===== config.mk =====
export PLATFORM = sky130hd
export DESIGN_NAME = psb_addcmp
export DESIGN_NICKNAME = d
export VERILOG_FILES = /design/src/design/psb_addcmp.sv
export SDC_FILE = /design/constraint.sdc
export NUM_CORES = 1
export LEC_CHECK = 0
export BUFFER_PORTS_ARGS = -buffer_cell sky130_fd_sc_hd__buf_2
export CORE_ASPECT_RATIO = 2
export CORE_UTILIZATION = 47
export DETAILED_ROUTE_END_ITERATION = 12
export GPL_TIMING_DRIVEN = 1
export MAX_ROUTING_LAYER = met4
export PLACE_DENSITY = 0.85
export SYNTH_ARGS = -nofsm -noshare
export SYNTH_HDL_FRONTEND = slang
export SYNTH_SLANG_ARGS = --single-unit

===== constraint.sdc =====
create_clock -name vclk -period 6.9
set_clock_uncertainty 0.1 [all_clocks]
set_input_delay 2.07 -clock vclk [all_inputs]
set_output_delay 2.07 -clock vclk [all_outputs]
set_load 0.005 [all_outputs]

===== src/design/psb_addcmp.sv =====
// Shared add-and-compare unit of the sieve sequencer: adds two operands and
// tests the sum against the active bound. No dependencies.
`timescale 1ns / 1ps

module psb_addcmp #(
  parameter int unsigned W = 18
) (
  input  logic [W-1:0] a_i,
  input  logic [W-1:0] b_i,
  input  logic [W-1:0] bound_i,
  output logic [W-1:0] sum_o,
  output logic         lt_o
);

  // One adder feeding one magnitude compare.
  always_comb begin
    sum_o = a_i + b_i;
    lt_o  = (sum_o < bound_i);
  end

endmodule


# After elaboration in Yosys (flattened, before gate mapping)

Index checks and enable logic that the tools add are counted.

Add/sub/neg operators: 1
Order comparisons: 1

Operator list:

| operator       | count |
|---|---|
| $add 18x18->18 | 1 |
| $lt 18x18->1   | 1 |

Register bits after elaboration: 0
Bits of input ports: 54
Output and inout bits: 19
Logic and storage cells: 2

# Logic depth before layout (Yosys ltp)

Word-level depth: 2
Gate-level depth with buffers: 16
Gate-level depth less buffers: 16

# Worst setup path before layout

Ideal clock, no wire load.

Path kind: in2out
From: input port a_i[0]
To: output port lt_o
Data arrival time: 4.595 ns
Required time: 4.730 ns
Setup slack: 0.135 ns
Stages: 14
Path buffers: 0
Cell sequence: ha_1 inv_1 fa_1 and2b_1 o2111ai_2 a31oi_4 a211oi_2 a211oi_2 xor2_1 ha_1 a21o_1 a21oi_1 nand3_1 o21ai_0

Longest elaborated chain between the ends: 2

Ends and longest elaborated chain:

| what                | RTL line | source |
|---|---|---|
| from (decl)         | 8        | `input logic [W-1:0] a_i,` |
| $add 18x18->18      | 17       | `sum_o = a_i + b_i;` |
| named net sum_o[16] | 11       | `output logic [W-1:0] sum_o,` |
| $lt 18x18->1        | 18       | `lt_o = (sum_o < bound_i);` |
| to (decl)           | 12       | `output logic lt_o` |

The timed path passes the listed nets, and every way through them passes these cells.

# Worst setup path in the final report

From: input port a_i[0]
To: output port lt_o

Longest elaborated chain between the ends: 2

Ends and longest elaborated chain:

| what           | RTL line |
|---|---|
| $add 18x18->18 | 17 |
| $lt 18x18->1   | 18 |

No other way between the ends.

==> impl_results.md <==
* M1 WL at between 1000 and 1500 um
* Slew headroom at 74.3%
* Critical Path End Type: primary output
* Critical Path AT at ~4.8 ns
* Final Critical Period at slightly below 7 ns
* DR iter-0 viols at 8
* CTS Hold Bufs at 0
* First-pass GRT wire length at approximately 5600 um
* CP required at approximately 4.7 ns
* DR top layer: met4
* # IOs at 73
* DRC viols at 0
* Vias in the first global route at between 1,000 and 1,500
* DRT antenna net count at 0
* Area delta synth->final at 45.3%
* FFs & Latches at 0
* CP startpoint kind: input port
* Area of the core at 2540 um^2
* Final HPWL DP at 3120 um
* Seq/Total Area, Yosys at 0%
* Port buffer count at 73
* Period utilization at 100%
* Design area at between 1500 and 2000 um^2
* Share of cells above drive strength 1 at between 40% and 50%
* Largest net degree at the start of global routing at 9
* FF/Latch Area at 0 um^2
* Worst slack, placed at -0.219 ns
* Max IR drop VDD at between 0.06 and 0.07 mV
* Final setup fails at 1
* Setup Crit Path Kind: input port to primary output
* Num rows at 26
* Unrepaired setup endpoints after global routing: true
* Wire per inst at about 13 um
* Dpl cell area at around 1700 um^2
* Routability Congestion at a little over 0.8
* Net Count, Synth at 256
* Finished Core Util at around 72%
* Ys Warns at 0
* Routed Wire Length at about 3700 um
* Met3 WL at 147 um
* Synth top area share at about a third
* Fin nets at 347
* Hold WC Path Type: input port to primary output
* DR pass1 iterations at 4
* Die area at between 2000 and 3000 um^2
* Cell accounting for the most synthesized area: ha_1
* Layout clock buffers at 0
* Failing checks: setup timing
* Starting Density at 49.7%
* Syn Std Cell Area at about 1300 um^2
* CP Max Fanout at 4
* Met2 WL at approximately 2200 um
* Diode count at 0
* Layout fillers at 227
* Synthesized area per cell at approximately 7.6 um^2
* Final Max Tran Viols at 0
* Overflow after GRT at 0
* Worst slew pin tran at ~0.38 ns
* Synth Instances at ~170
* Via density at 5.41
* Max Freq at roughly 140 MHz
* Max Cap Violations at 0
* Pwr Density at ~120 nW/um^2
* Status: finished with violations
* Synth top area cells: ha_1 34%, a21oi_1 7.1%, a21o_1 7.1%
* Hold Vio Cnt, Final at 0
* Total GRT Usage at 26.0%
* Final worst setup slack at -0.0184 ns
* Via count at ~1,500
* Die outline width at between 30 and 40 um
* Die Y at about 75 um
* Synth unique cells at 33
* Leakage at between 1 and 1.5 nW
* Initial antenna violation count at 0
[worst paths after layout]
| check | cells after the start | slack [ns] | end | startpoint |
|---|---|---|---|---|
| setup / recovery | 16 | -0.02 | lt_o | a_i[0] |
| hold / removal | 3 | 4.32 | sum_o[0] | b_i[0] |
[cell families (layout without fill, tap and decap cells)]
family,count (synthesis),after routing,share of synthesized area (%)
AOI/OAI and AO/OA,58,58,32.2
buffers and inverters,25,114,8.43
and+or+nand+nor,34,34,13.6
xor gates and xnor gates,15,15,10.4
adders and majority gates,35,35,35.3
[repair_timing]
item | CTS | global route
setup buffers | 3 | 4
cloned | 0 | 0
endpoints found under the setup margin | 1 | 1
resized for setup | 11 | 1
pin swaps | 12 | 11
[Yosys cell counts, types with 2 or more instances]
| cell type | instances |
|---|---|
| nand4_1 | 6 |
| nand2b_1 | 2 |
| a31oi_1 | 3 |
| inv_1 | 22 |
| nor2b_1 | 2 |
| xnor2_1 | 10 |
| nand3_1 | 2 |
| o21ai_1 | 3 |
| o21ai_0 | 7 |
| nor2_1 | 8 |
| o21a_1 | 4 |
| and3_1 | 2 |
| xor2_1 | 5 |
| a211oi_2 | 2 |
| a21o_1 | 12 |
| ha_1 | 34 |
| nand2_1 | 9 |
| a21oi_2 | 2 |
| a21oi_1 | 18 |
[critical path: stages]
cell and delay (ns):
buf_6 0.08, ha_4 0.12, inv_2 0.03, fa_2 0.34, and2b_1 0.24, o2111ai_2 0.15
a31oi_4 0.25, a211oi_2 0.10, a211oi_2 0.22, xor2_1 0.23, ha_1 0.28, a21o_1 0.17
a21oi_2 0.14, nand3_1 0.08, o21ai_1 0.13, buf_2 0.13
[metal layers]
metal | vias to the layer above | global-route usage, %
li1 | 782 | -
met1 | 692 | 23.7
met2 | 57 | 54.3
met3 | 6 | 0.885
met4 | 0 | 4.98
met5 | - | -
[cells in the final DEF, fill, tap and decap left out, types with 2 or more instances in the layout]
| cell | n |
|---|---|
| o21ai_0 | 6 |
| xnor2_1 | 9 |
| buf_2 | 71 |
| o21ai_1 | 4 |
| ha_1 | 33 |
| nand2b_1 | 2 |
| nor2b_1 | 2 |
| a21o_1 | 12 |
| buf_4 | 19 |
| a21oi_1 | 15 |
| nand3_1 | 2 |
| a211oi_2 | 2 |
| inv_1 | 21 |
| a31oi_1 | 2 |
| nor2_1 | 8 |
| o21a_1 | 4 |
| and3_1 | 2 |
| nand4_1 | 6 |
| buf_6 | 2 |
| xor2_1 | 5 |
| nand2_1 | 9 |
| a21oi_2 | 5 |
| a31oi_2 | 2 |
[report_power, final]
part | leakage, nW | internal, mW | total, mW | switching (mW)
Sequential | 0 | 0 | 0 | 0
Combinational | 1.07 | 0.110 | 0.213 | 0.104
Clock | 0 | 0 | 0 | 0
Total | 1.07 | 0.110 | 0.213 | 0.104
[per-stage QoR]
| step | power, mW | instances | setup TNS (ns) | hold WS, ns |
|---|---|---|---|---|
| 2_1_floorplan | 0.121 | 167 | 0 | 4.16 |
| 3_3_place_gp | 0.191 | 277 | -0.168 | 4.33 |
| 3_5_place_dp | 0.196 | 277 | -0.219 | 4.34 |
| 4_1_cts | 0.208 | 280 | -0.0466 | 4.32 |
| 5_1_grt | 0.238 | 284 | -0.180 | 4.33 |
| 6_report | 0.213 | 284 | -0.0184 | 4.32 |
[area by class of cell]
| class | instances | area, um^2 | area share (%) |
|---|---|---|---|
| Timing Repair Buffer | 92 | 520 | 28.4 |
| Tap cell | 28 | 35.0 | 1.91 |
| Multi-Input combinational cell | 142 | 1190 | 65.2 |
| Inverter | 22 | 82.6 | 4.51 |
No activity file was read; power rests on OpenSTA's default activity.
